$ cat src/hdl/spicfm_pkg.sv
// Shared types and constants for the SPI command framing master.
package spicfm_pkg;

  // Command codes on in_action
  localparam logic [2:0] ACT_RESET   = 3'd0;
  localparam logic [2:0] ACT_REG_RD  = 3'd1;
  localparam logic [2:0] ACT_REG_WR  = 3'd2;
  localparam logic [2:0] ACT_BIT_SET = 3'd3;
  localparam logic [2:0] ACT_BIT_CLR = 3'd4;
  localparam logic [2:0] ACT_BUF_RD  = 3'd5;
  localparam logic [2:0] ACT_BUF_WR  = 3'd6;
  localparam logic [2:0] ACT_NONE    = 3'd7;

  // Opcode bytes
  localparam logic [7:0] OP_RESET   = 8'hFF;
  localparam logic [7:0] OP_REG_RD  = 8'h00;
  localparam logic [7:0] OP_REG_WR  = 8'h40;
  localparam logic [7:0] OP_BIT_SET = 8'h80;
  localparam logic [7:0] OP_BIT_CLR = 8'hA0;
  localparam logic [7:0] OP_BUF_RD  = 8'h3A;
  localparam logic [7:0] OP_BUF_WR  = 8'h7A;
  localparam logic [7:0] ADDR_MASK  = 8'h1F;

  // What the second byte of a job does
  typedef enum logic [1:0] {
    B2_NONE  = 2'd0,
    B2_WRITE = 2'd1,
    B2_READ  = 2'd2
  } b2_mode_t;

  // One classified command, as handed from front to back
  typedef struct packed {
    logic       do_sel;
    logic       do_b1;
    logic [7:0] b1;
    b2_mode_t   b2_mode;
    logic [7:0] b2;
    logic       do_rel;
  } job_t;

  // One pin phase as presented on the result ports
  typedef struct packed {
    logic       cs_n;
    logic       sck;
    logic       mosi;
    logic [7:0] read_data;
    logic       read_valid;
    logic       last;
  } phase_t;

endpackage

$ cat src/hdl/spicfm_front.sv
// Front end: accepts commands, tracks the buffer frame and builds jobs.
module spicfm_front
  import spicfm_pkg::*;
(
  input  logic       clk,
  input  logic       rst_n,
  input  logic       push,
  input  logic       q_full,
  input  logic [2:0] in_action,
  input  logic [4:0] in_address,
  input  logic [7:0] in_data,
  input  logic [7:0] in_slave_byte,
  input  logic       in_frame_start,
  input  logic       in_frame_end,
  output logic       job_wr,
  output job_t       job
);

  logic       frame_r;
  logic       frame_nxt;
  logic       accept;
  logic [7:0] addr_bits;

  assign accept    = push && !q_full;
  assign addr_bits = {3'b000, in_address} & ADDR_MASK;
  assign job_wr    = accept && (in_action != ACT_NONE);

  // Classify the command
  always_comb begin
    job       = '0;
    frame_nxt = frame_r;
    unique case (in_action)
      ACT_RESET, ACT_REG_RD, ACT_REG_WR, ACT_BIT_SET, ACT_BIT_CLR: begin
        job.do_rel = 1'b1;
        if (frame_r) begin
          // open buffer frame: command dropped, frame closed
          frame_nxt = 1'b0;
        end else begin
          job.do_sel = 1'b1;
          job.do_b1  = 1'b1;
          job.b2     = in_data;
          unique case (in_action)
            ACT_RESET: begin
              job.b1      = OP_RESET;
              job.b2_mode = B2_NONE;
            end
            ACT_REG_RD: begin
              job.b1      = OP_REG_RD | addr_bits;
              job.b2_mode = B2_READ;
              job.b2      = in_slave_byte;
            end
            ACT_REG_WR: begin
              job.b1      = OP_REG_WR | addr_bits;
              job.b2_mode = B2_WRITE;
            end
            ACT_BIT_SET: begin
              job.b1      = OP_BIT_SET | addr_bits;
              job.b2_mode = B2_WRITE;
            end
            default: begin
              job.b1      = OP_BIT_CLR | addr_bits;
              job.b2_mode = B2_WRITE;
            end
          endcase
        end
      end
      ACT_BUF_RD: begin
        job.do_sel  = in_frame_start || !frame_r;
        job.do_b1   = in_frame_start || !frame_r;
        job.b1      = OP_BUF_RD;
        job.b2_mode = B2_READ;
        job.b2      = in_slave_byte;
        job.do_rel  = in_frame_end;
        frame_nxt   = !in_frame_end;
      end
      ACT_BUF_WR: begin
        job.do_sel  = in_frame_start || !frame_r;
        job.do_b1   = in_frame_start || !frame_r;
        job.b1      = OP_BUF_WR;
        job.b2_mode = B2_WRITE;
        job.b2      = in_data;
        job.do_rel  = in_frame_end;
        frame_nxt   = !in_frame_end;
      end
      ACT_NONE: begin
        frame_nxt = frame_r;
      end
    endcase
  end

  // Frame state
  always_ff @(posedge clk) begin
    if (!rst_n) begin
      frame_r <= 1'b0;
    end else if (accept) begin
      frame_r <= frame_nxt;
    end
  end

  // A register command that meets an open frame closes it
  a_drop_closes: assert property (@(posedge clk) disable iff (!rst_n)
    (accept && frame_r && (in_action == ACT_RESET || in_action == ACT_REG_RD ||
     in_action == ACT_REG_WR || in_action == ACT_BIT_SET ||
     in_action == ACT_BIT_CLR)) |=> !frame_r)
    else $error("open frame not closed by register command");

endmodule

$ cat src/hdl/spicfm_job_fifo.sv
// Short job queue between the front end and the phase engine.
module spicfm_job_fifo
  import spicfm_pkg::*;
#(
  parameter int DEPTH = 2
) (
  input  logic clk,
  input  logic rst_n,
  input  logic wr,
  input  job_t wr_job,
  input  logic rd,
  output job_t rd_job,
  output logic full,
  output logic empty
);

  localparam int PW = (DEPTH > 1) ? $clog2(DEPTH) : 1;
  localparam int CW = $clog2(DEPTH + 1);

  job_t          ent_r [DEPTH];
  logic [PW-1:0] wptr_r;
  logic [PW-1:0] rptr_r;
  logic [CW-1:0] cnt_r;
  logic          do_wr;
  logic          do_rd;

  assign full   = (cnt_r == CW'(DEPTH));
  assign empty  = (cnt_r == '0);
  assign do_wr  = wr && !full;
  assign do_rd  = rd && !empty;
  assign rd_job = ent_r[rptr_r];

  // Storage
  always_ff @(posedge clk) begin
    if (do_wr) begin
      ent_r[wptr_r] <= wr_job;
    end
  end

  // Pointers and fill count
  always_ff @(posedge clk) begin
    if (!rst_n) begin
      wptr_r <= '0;
      rptr_r <= '0;
      cnt_r  <= '0;
    end else begin
      if (do_wr) begin
        wptr_r <= (wptr_r == PW'(DEPTH - 1)) ? '0 : wptr_r + 1'b1;
      end
      if (do_rd) begin
        rptr_r <= (rptr_r == PW'(DEPTH - 1)) ? '0 : rptr_r + 1'b1;
      end
      if (do_wr && !do_rd) begin
        cnt_r <= cnt_r + 1'b1;
      end else if (do_rd && !do_wr) begin
        cnt_r <= cnt_r - 1'b1;
      end
    end
  end

  a_no_overflow: assert property (@(posedge clk) disable iff (!rst_n)
    wr |-> !full)
    else $error("job written to full queue");

  a_cnt_range: assert property (@(posedge clk) disable iff (!rst_n)
    cnt_r <= CW'(DEPTH))
    else $error("job queue count out of range");

endmodule

$ cat src/hdl/spicfm_phase_engine.sv
// Back end: steps through a job one pin phase per cycle, while pop keeps up, into the output register.
module spicfm_phase_engine
  import spicfm_pkg::*;
(
  input  logic       clk,
  input  logic       rst_n,
  input  logic       job_valid,
  input  job_t       job_in,
  output logic       job_rd,
  input  logic       pop,
  output logic       empty,
  output logic       out_cs_n,
  output logic       out_sck,
  output logic       out_mosi,
  output logic [7:0] out_read_data,
  output logic       out_read_valid,
  output logic       out_last
);

  typedef enum logic [4:0] {
    ST_IDLE = 5'b00001,
    ST_SEL  = 5'b00010,
    ST_B1   = 5'b00100,
    ST_B2   = 5'b01000,
    ST_REL  = 5'b10000
  } state_t;

  function automatic state_t from_b2(input job_t j);
    return j.do_rel ? ST_REL : ST_IDLE;
  endfunction

  function automatic state_t from_b1(input job_t j);
    return (j.b2_mode != B2_NONE) ? ST_B2 : from_b2(j);
  endfunction

  function automatic state_t from_sel(input job_t j);
    return j.do_b1 ? ST_B1 : from_b1(j);
  endfunction

  state_t     state_r, state_nxt;
  job_t       job_r, job_nxt;
  logic [3:0] cnt_r, cnt_nxt;
  logic       sel_lvl_r, clk_lvl_r, mosi_lvl_r;
  logic       ov_r, ov_nxt;
  phase_t     ph_r, ph;
  logic       can_emit;
  logic       emit;
  logic       sec_done;
  logic [2:0] bit_idx;

  assign can_emit = !ov_r || pop;
  assign bit_idx  = ~cnt_r[3:1];   // MSB first
  assign empty    = !ov_r;

  // Sequencer and phase generation
  always_comb begin
    state_nxt = state_r;
    job_nxt   = job_r;
    cnt_nxt   = cnt_r;
    job_rd    = 1'b0;
    emit      = 1'b0;
    sec_done  = 1'b0;
    ph        = '0;
    ph.cs_n   = sel_lvl_r;
    ph.sck    = clk_lvl_r;
    ph.mosi   = mosi_lvl_r;
    unique case (state_r)
      ST_IDLE: begin
        if (job_valid) begin
          job_rd    = 1'b1;
          job_nxt   = job_in;
          cnt_nxt   = '0;
          state_nxt = job_in.do_sel ? ST_SEL : from_sel(job_in);
        end
      end
      ST_SEL: begin
        emit     = can_emit;
        sec_done = 1'b1;
        ph.cs_n  = 1'b0;
      end
      ST_B1: begin
        emit     = can_emit;
        sec_done = (cnt_r == 4'd15);
        ph.sck   = cnt_r[0];
        ph.mosi  = job_r.b1[bit_idx];
      end
      ST_B2: begin
        emit     = can_emit;
        sec_done = (cnt_r == 4'd15);
        ph.sck   = cnt_r[0];
        if (job_r.b2_mode == B2_WRITE) begin
          ph.mosi = job_r.b2[bit_idx];
        end
      end
      ST_REL: begin
        emit     = can_emit;
        sec_done = (cnt_r == 4'd2);
        ph.cs_n  = (cnt_r == 4'd0) ? sel_lvl_r : 1'b1;
        ph.sck   = (cnt_r == 4'd2);
      end
      default: begin
        state_nxt = ST_IDLE;
      end
    endcase

    // Section advance
    if (emit) begin
      cnt_nxt = sec_done ? 4'd0 : cnt_r + 4'd1;
      if (sec_done) begin
        unique case (state_r)
          ST_SEL:  state_nxt = from_sel(job_r);
          ST_B1:   state_nxt = from_b1(job_r);
          ST_B2:   state_nxt = from_b2(job_r);
          default: state_nxt = ST_IDLE;
        endcase
      end
      ph.last = sec_done && (state_nxt == ST_IDLE);
      if (ph.last && job_r.b2_mode == B2_READ) begin
        ph.read_valid = 1'b1;
        ph.read_data  = job_r.b2;
      end
    end

    ov_nxt = can_emit ? emit : ov_r;
  end

  // Control state and pin levels
  always_ff @(posedge clk) begin
    if (!rst_n) begin
      state_r    <= ST_IDLE;
      cnt_r      <= '0;
      ov_r       <= 1'b0;
      sel_lvl_r  <= 1'b1;
      clk_lvl_r  <= 1'b0;
      mosi_lvl_r <= 1'b1;
    end else begin
      state_r <= state_nxt;
      cnt_r   <= cnt_nxt;
      ov_r    <= ov_nxt;
      if (emit) begin
        sel_lvl_r  <= ph.cs_n;
        clk_lvl_r  <= ph.sck;
        mosi_lvl_r <= ph.mosi;
      end
    end
  end

  // Payload registers
  always_ff @(posedge clk) begin
    job_r <= job_nxt;
    if (can_emit) begin
      ph_r <= ph;
    end
  end

  assign out_cs_n       = ph_r.cs_n;
  assign out_sck        = ph_r.sck;
  assign out_mosi       = ph_r.mosi;
  assign out_read_data  = ph_r.read_data;
  assign out_read_valid = ph_r.read_valid;
  assign out_last       = ph_r.last;

  a_rv_last: assert property (@(posedge clk) disable iff (!rst_n)
    (ov_r && ph_r.read_valid) |-> ph_r.last)
    else $error("read byte shown before last phase");

  a_rd_zero: assert property (@(posedge clk) disable iff (!rst_n)
    (ov_r && !ph_r.read_valid) |-> (ph_r.read_data == 8'h00))
    else $error("read data not clear on non-read phase");

  a_take_job: assert property (@(posedge clk) disable iff (!rst_n)
    job_rd |-> (job_valid && state_r == ST_IDLE))
    else $error("job taken while busy or queue empty");

endmodule

$ cat src/hdl/spi_command_frame_master.sv
// Top level of the SPI command framing master (mode 0, one result per phase).
//
// Usage: each input item is one controller command (in_action with address,
// data, the slave's MISO byte and buffer frame flags), written with push while
// full is low. Every result item is one half-bit pin phase (cs_n, sck, mosi);
// read_data/read_valid carry the assembled byte on a read's final phase and
// last marks the final phase of each command. Results are read queue-style:
// a phase is present while empty is low and is taken with pop.
// Path: a command taken while the engine is idle is registered in the job
// queue, then loaded into the engine's job register, and its first phase is
// then registered in the output register. A command yields 3 to 36 phases,
// one per cycle while pop keeps up; each next job is loaded in the idle state.
// The phase engine is the limit; the front end takes a command per cycle until
// the job queue (JOB_DEPTH entries) fills, and action 7 is taken and dropped.
// Reset (rst_n low, synchronous) empties the queues, closes any buffer frame
// and sets the held pin levels to select high, clock low, data high.
// When the receiver stalls, the current phase is held and the engine waits;
// further commands are taken until the job queue is full.
module spi_command_frame_master
  import spicfm_pkg::*;
#(
  parameter int JOB_DEPTH = 2
) (
  input  logic       clk,
  input  logic       rst_n,
  input  logic       push,
  output logic       full,
  input  logic [2:0] in_action,
  input  logic [4:0] in_address,
  input  logic [7:0] in_data,
  input  logic [7:0] in_slave_byte,
  input  logic       in_frame_start,
  input  logic       in_frame_end,
  output logic       empty,
  input  logic       pop,
  output logic       out_cs_n,
  output logic       out_sck,
  output logic       out_mosi,
  output logic [7:0] out_read_data,
  output logic       out_read_valid,
  output logic       out_last
);

  logic job_wr;
  job_t job_w;
  logic job_rd;
  job_t job_q;
  logic q_empty;

  // Command classification
  spicfm_front u_front (
    .clk            (clk),
    .rst_n          (rst_n),
    .push           (push),
    .q_full         (full),
    .in_action      (in_action),
    .in_address     (in_address),
    .in_data        (in_data),
    .in_slave_byte  (in_slave_byte),
    .in_frame_start (in_frame_start),
    .in_frame_end   (in_frame_end),
    .job_wr         (job_wr),
    .job            (job_w)
  );

  // Job queue
  spicfm_job_fifo #(
    .DEPTH (JOB_DEPTH)
  ) u_fifo (
    .clk    (clk),
    .rst_n  (rst_n),
    .wr     (job_wr),
    .wr_job (job_w),
    .rd     (job_rd),
    .rd_job (job_q),
    .full   (full),
    .empty  (q_empty)
  );

  // Phase engine
  spicfm_phase_engine u_engine (
    .clk            (clk),
    .rst_n          (rst_n),
    .job_valid      (!q_empty),
    .job_in         (job_q),
    .job_rd         (job_rd),
    .pop            (pop),
    .empty          (empty),
    .out_cs_n       (out_cs_n),
    .out_sck        (out_sck),
    .out_mosi       (out_mosi),
    .out_read_data  (out_read_data),
    .out_read_valid (out_read_valid),
    .out_last       (out_last)
  );

endmodule
$ cat config.mk
export PLATFORM = sky130hd
export DESIGN_NAME = spi_command_frame_master
export DESIGN_NICKNAME = d
export VERILOG_FILES = /design/src/hdl/spicfm_pkg.sv /design/src/hdl/spicfm_front.sv /design/src/hdl/spicfm_job_fifo.sv /design/src/hdl/spicfm_phase_engine.sv /design/src/hdl/spi_command_frame_master.sv
export SDC_FILE = /design/constraint.sdc
export NUM_CORES = 1
export LEC_CHECK = 0
export BUFFER_PORTS_ARGS = -buffer_cell sky130_fd_sc_hd__buf_2
export CAP_MARGIN = 20
export CORE_AREA = 2 2 89 91
export DETAILED_ROUTE_END_ITERATION = 10
export DIE_AREA = 0 0 91 93
export HOLD_SLACK_MARGIN = 0.1
export PLACE_DENSITY = 0.92
export SLEW_MARGIN = 20
export SYNTH_ARGS = -nofsm -noshare
export SYNTH_HDL_FRONTEND = slang
export SYNTH_HIERARCHICAL = 1
export SYNTH_SLANG_ARGS = --single-unit
$ cat constraint.sdc
create_clock -name clk -period 3.68 [get_ports clk]
set_input_delay 0.368 -clock clk [delete_from_list [all_inputs] [get_ports clk]]
set_output_delay 0.368 -clock clk [all_outputs]
set_load 0.01 [all_outputs]
==> key figures <==
Finish
  • Fill count: 558
  • Fraction of layout cells with a size suffix above 1: between 20% and 30%
  • Diodes inserted: 0
  • Final Cell Area: 0.00507 mm²
  • Area growth, synth to finish: 8.19%
  • Final #Nets: ~440

Clock network
  • CTS tree: built
  • Clock latency on the worst-skew pair: roughly 0.37 ns
  • CTS clk-pin slew, worst paths: ~0.090 ns
  • CTS Hold Bufs: 0
  • Root buffer cell: clkbuf_8
  • Maximum level of the CTS H-tree: 3
  • Num CTS Buffers: 9
  • Post-CTS Setup Inserts: 0
  • Post-cts sizing count: 0
  • Max clock buf depth: 2
  • Clk sinks: 94

Place
  • Placed Area: around 0.0049 mm²
  • GP Congestion: slightly below 1
  • Post-Place Worst Slack: between 1 and 1.5 ns
  • Hpwl dp: 5.78 mm
  • Port Buffers: 44

STA
  • Final Skew: around 0.0044 ns
  • Setup Total Neg Slack: 0 ns
  • Fin crit share: a little over two thirds
  • Worst Max-Slew Pin Slew: 1.00 ns
  • Final Slew Violations: 0
  • Min Tclk post-route: 2.58 ns
  • RSZ-0062 raised after global routing: no
  • Relative slew slack: around a third
  • Final worst slack: between 1 and 1.5 ns
  • Max frequency: 388 MHz
  • Final setup fails: 0
  • Hold Vio Cnt, Final: 0

Critical path
  • Worst setup SP type: flop
  • CP bufs+invs: 2
  • CP arrival: around 2.9 ns
  • CP Max Fanout: 22
  • Reg2Reg Setup Slack: 1.10 ns
  • Slowest-stage cell, CP: dfxtp_1
  • WP data required: around 4.0 ns
  • CP Capture Type: flop
  • CP Cell Sequence: nor2_1 > nand4_1 > inv_1 > buf_4 > o21ai_1 > ha_1 > or3_1 > a21boi_1
  • Worst path top cell family by delay: simple AND/OR/NAND/NOR gates
  • Crit Path Class: reg -> reg
  • Reg2Reg Depth: 8
  • Crit path depth: 8
  • Slowest stage delay, CP: 0.52 ns

Floorplanning
  • Die Y: 93 µm
  • Core Region: 0.00753 mm²
  • FP Rows: 32
  • Top-Level Pins: 45
  • Die Wd: between 90 and 100 µm
  • Die ar.: about 0.0085 mm²
  • Initial Util: 62.3%

Power and ir drop
  • P per Cell Area: 585 mW/mm²
  • Worst VDD drop: around 0.35 mV
  • Leakage: about 1.9 nW

Routing
  • Final ANT Viol Nets: 0
  • WL/cell: between 15 and 20 µm
  • Drt pass-1 iters: 4
  • Routed via count: 3,037
  • Avg Vias per Cell: around 5.9
  • DR DRC count: 0
  • 1st-iter DRT viols: 176
  • Overall routed net length: 8.26 mm

Min path
  • Hold/Removal Path Class: in -> reg
  • Hold depth: 4

Synth
  • Post-synth top flop: edfxtp_1
  • EDFF count, synth: 75
  • Post-Syn Instances: between 300 and 400
  • Syn_nets: 410
  • Seq/Total Area, Yosys: between 50 and 60%
  • Unique masters post-synth: approximately 70
  • Syn. warnings: 6
  • Seq cells post-synth: 94
  • Async S/R FF share, synth: 0%
  • Synthesized cell area: between 0.004 and 0.005 mm²
  • Syn Area/Cell: roughly 12 µm²

Global route
  • First-pass GRT wire length: about 14 mm
  • GRT Resource Usage Total: around a fifth
  • Vias in the first global route: about 2,900
  • Initial antenna violation count: 0
  • Largest net degree at the start of global routing: 29
  • Total gr overflow: 0

Job
  • Maxcap violations: 0

Run status
  • Status: complete, no violations
-- layer usage --
layer / part of all wire, % / track usage (%) / up-vias
met5: 0 / 0 / -
met4: 2.1 / 7.83 / 0
met3: 6.2 / 5.72 / 18
met2: 49 / 34.9 / 100
met1: 43 / 26.1 / 1447
li1: - / - / 1472
-- worst reg2reg max path: stages (launching register included) --
cell and delay [ns]:
dfxtp_1 0.52, nor2_1 0.31, nand4_1 0.29, inv_1 0.12, buf_4 0.29, o21ai_1 0.17, ha_1 0.34, or3_1 0.35
a21boi_1 0.13
-- through the flow --
step | hold slack (ns) | instances | power [mW] | utilization [%]
2_1_floorplan | 0.441 | 376 | 2.15 | -
3_3_place_gp | 0.463 | 501 | 2.29 | 64.8
3_5_place_dp | 0.475 | 501 | 2.34 | 64.8
4_1_cts | 0.306 | 517 | 2.97 | 67.4
5_1_grt | 0.316 | 517 | 3.12 | 67.4
6_report | 0.306 | 517 | 2.97 | 67.4
-- synthesized netlist by cell type, types with 2 or more instances --
master	n	area [µm²]
nor2_1	25	93.8
edfxtp_1	75	2250
nand3_1	11	55.1
mux2i_1	4	40.0
buf_4	4	30.0
buf_2	8	40.0
nor3_1	4	20.0
inv_1	14	52.6
buf_6	8	90.1
o21ai_0	13	65.1
o2111ai_1	2	17.5
and2b_1	2	15.0
a21boi_0	5	37.5
clkbuf_1	3	11.3
ha_1	4	50.1
xnor2_1	2	17.5
nor2_2	2	12.5
a22o_1	8	70.1
nor2b_1	13	81.3
a211o_1	2	17.5
nor3_4	2	32.5
and2_1	14	87.6
mux4_2	2	45.0
a221o_1	9	90.1
a21oi_1	10	50.1
a22oi_1	2	15.0
o21ai_1	6	30.0
nand2b_1	10	62.6
xor2_1	3	26.3
dfxtp_1	19	380
mux2_2	23	259
nand2_1	17	63.8
nand4_1	3	18.8
and3b_1	9	78.8
-- report_power, final --
group	internal [mW]	total [mW]	switching, mW
Sequential	1.44	1.60	0.161
Clock	0.260	0.637	0.377
Combinational	0.314	0.730	0.416
Total	2.02	2.97	0.954
-- worst paths after layout --
path | startpoint | to
worst max register to register | u_engine/state_r[1]$_SDFF_PN0_ | u_fifo/cnt_r[1]$_SDFFE_PN0P_
worst max-delay path | u_engine/state_r[1]$_SDFF_PN0_ | u_fifo/cnt_r[1]$_SDFFE_PN0P_
worst min register to register | u_engine/sel_lvl_r$_SDFFE_PN1P_ | u_engine/sel_lvl_r$_SDFFE_PN1P_
worst min-delay path | pop | u_engine/ov_r$_SDFFE_PN0N_
-- cells in the final DEF, fill, tap and decap left out, drive strengths merged, types with 10 or more instances in the layout --
cell,count
mux2,23
nor2b,15
nand3,12
o21ai,20
a21oi,10
buf,46
nand2b,10
edfxtp,75
inv,17
and2,14
dfxtp,19
nor2,27
nand2,18
-- flip-flops by register name, indices dropped and copies added (netlist names), named ones only --
register,flops
u_front/frame_r,1
u_engine/state_r,5
u_engine/out_read_valid,1
u_fifo/rptr_r,1
u_engine/out_last,1
u_fifo/wptr_r,1
u_engine/out_read_data,8
u_engine/ov_r,1
u_engine/out_cs_n,1
u_engine/mosi_lvl_r,1
u_fifo/cnt_r,2
u_engine/sel_lvl_r,1
u_engine/out_sck,1
u_engine/job_r,20
u_engine/clk_lvl_r,1
u_engine/cnt_r,4
u_engine/out_mosi,1
u_fifo/ent_r,42
-- cell families (layout without fill, tap and decap cells) --
| family | after synthesis | after routing | share of synthesized area, % |
|---|---|---|---|
| compound gates | 75 | 75 | 12.4 |
| flops | 94 | 94 | 56.1 |
| simple gates | 130 | 130 | 17.0 |
| xor+xnor | 5 | 5 | 0.934 |
| mux | 29 | 29 | 7.34 |
| buf+inv | 38 | 77 | 4.86 |
| fa+ha+maj | 5 | 5 | 1.28 |
-- final cells by class --
cell class	instances	area [µm²]	share of cell area [%]
Sequential cell	94	2630	51.9
Clock inverter	7	68.8	1.36
Clock buffer	9	124	2.44
Multi-Input combinational cell	244	1830	36.1
Inverter	15	56.3	1.11
Timing Repair Buffer	46	235	4.64
Tap cell	102	128	2.52
(Power assumes the default switching activity.)
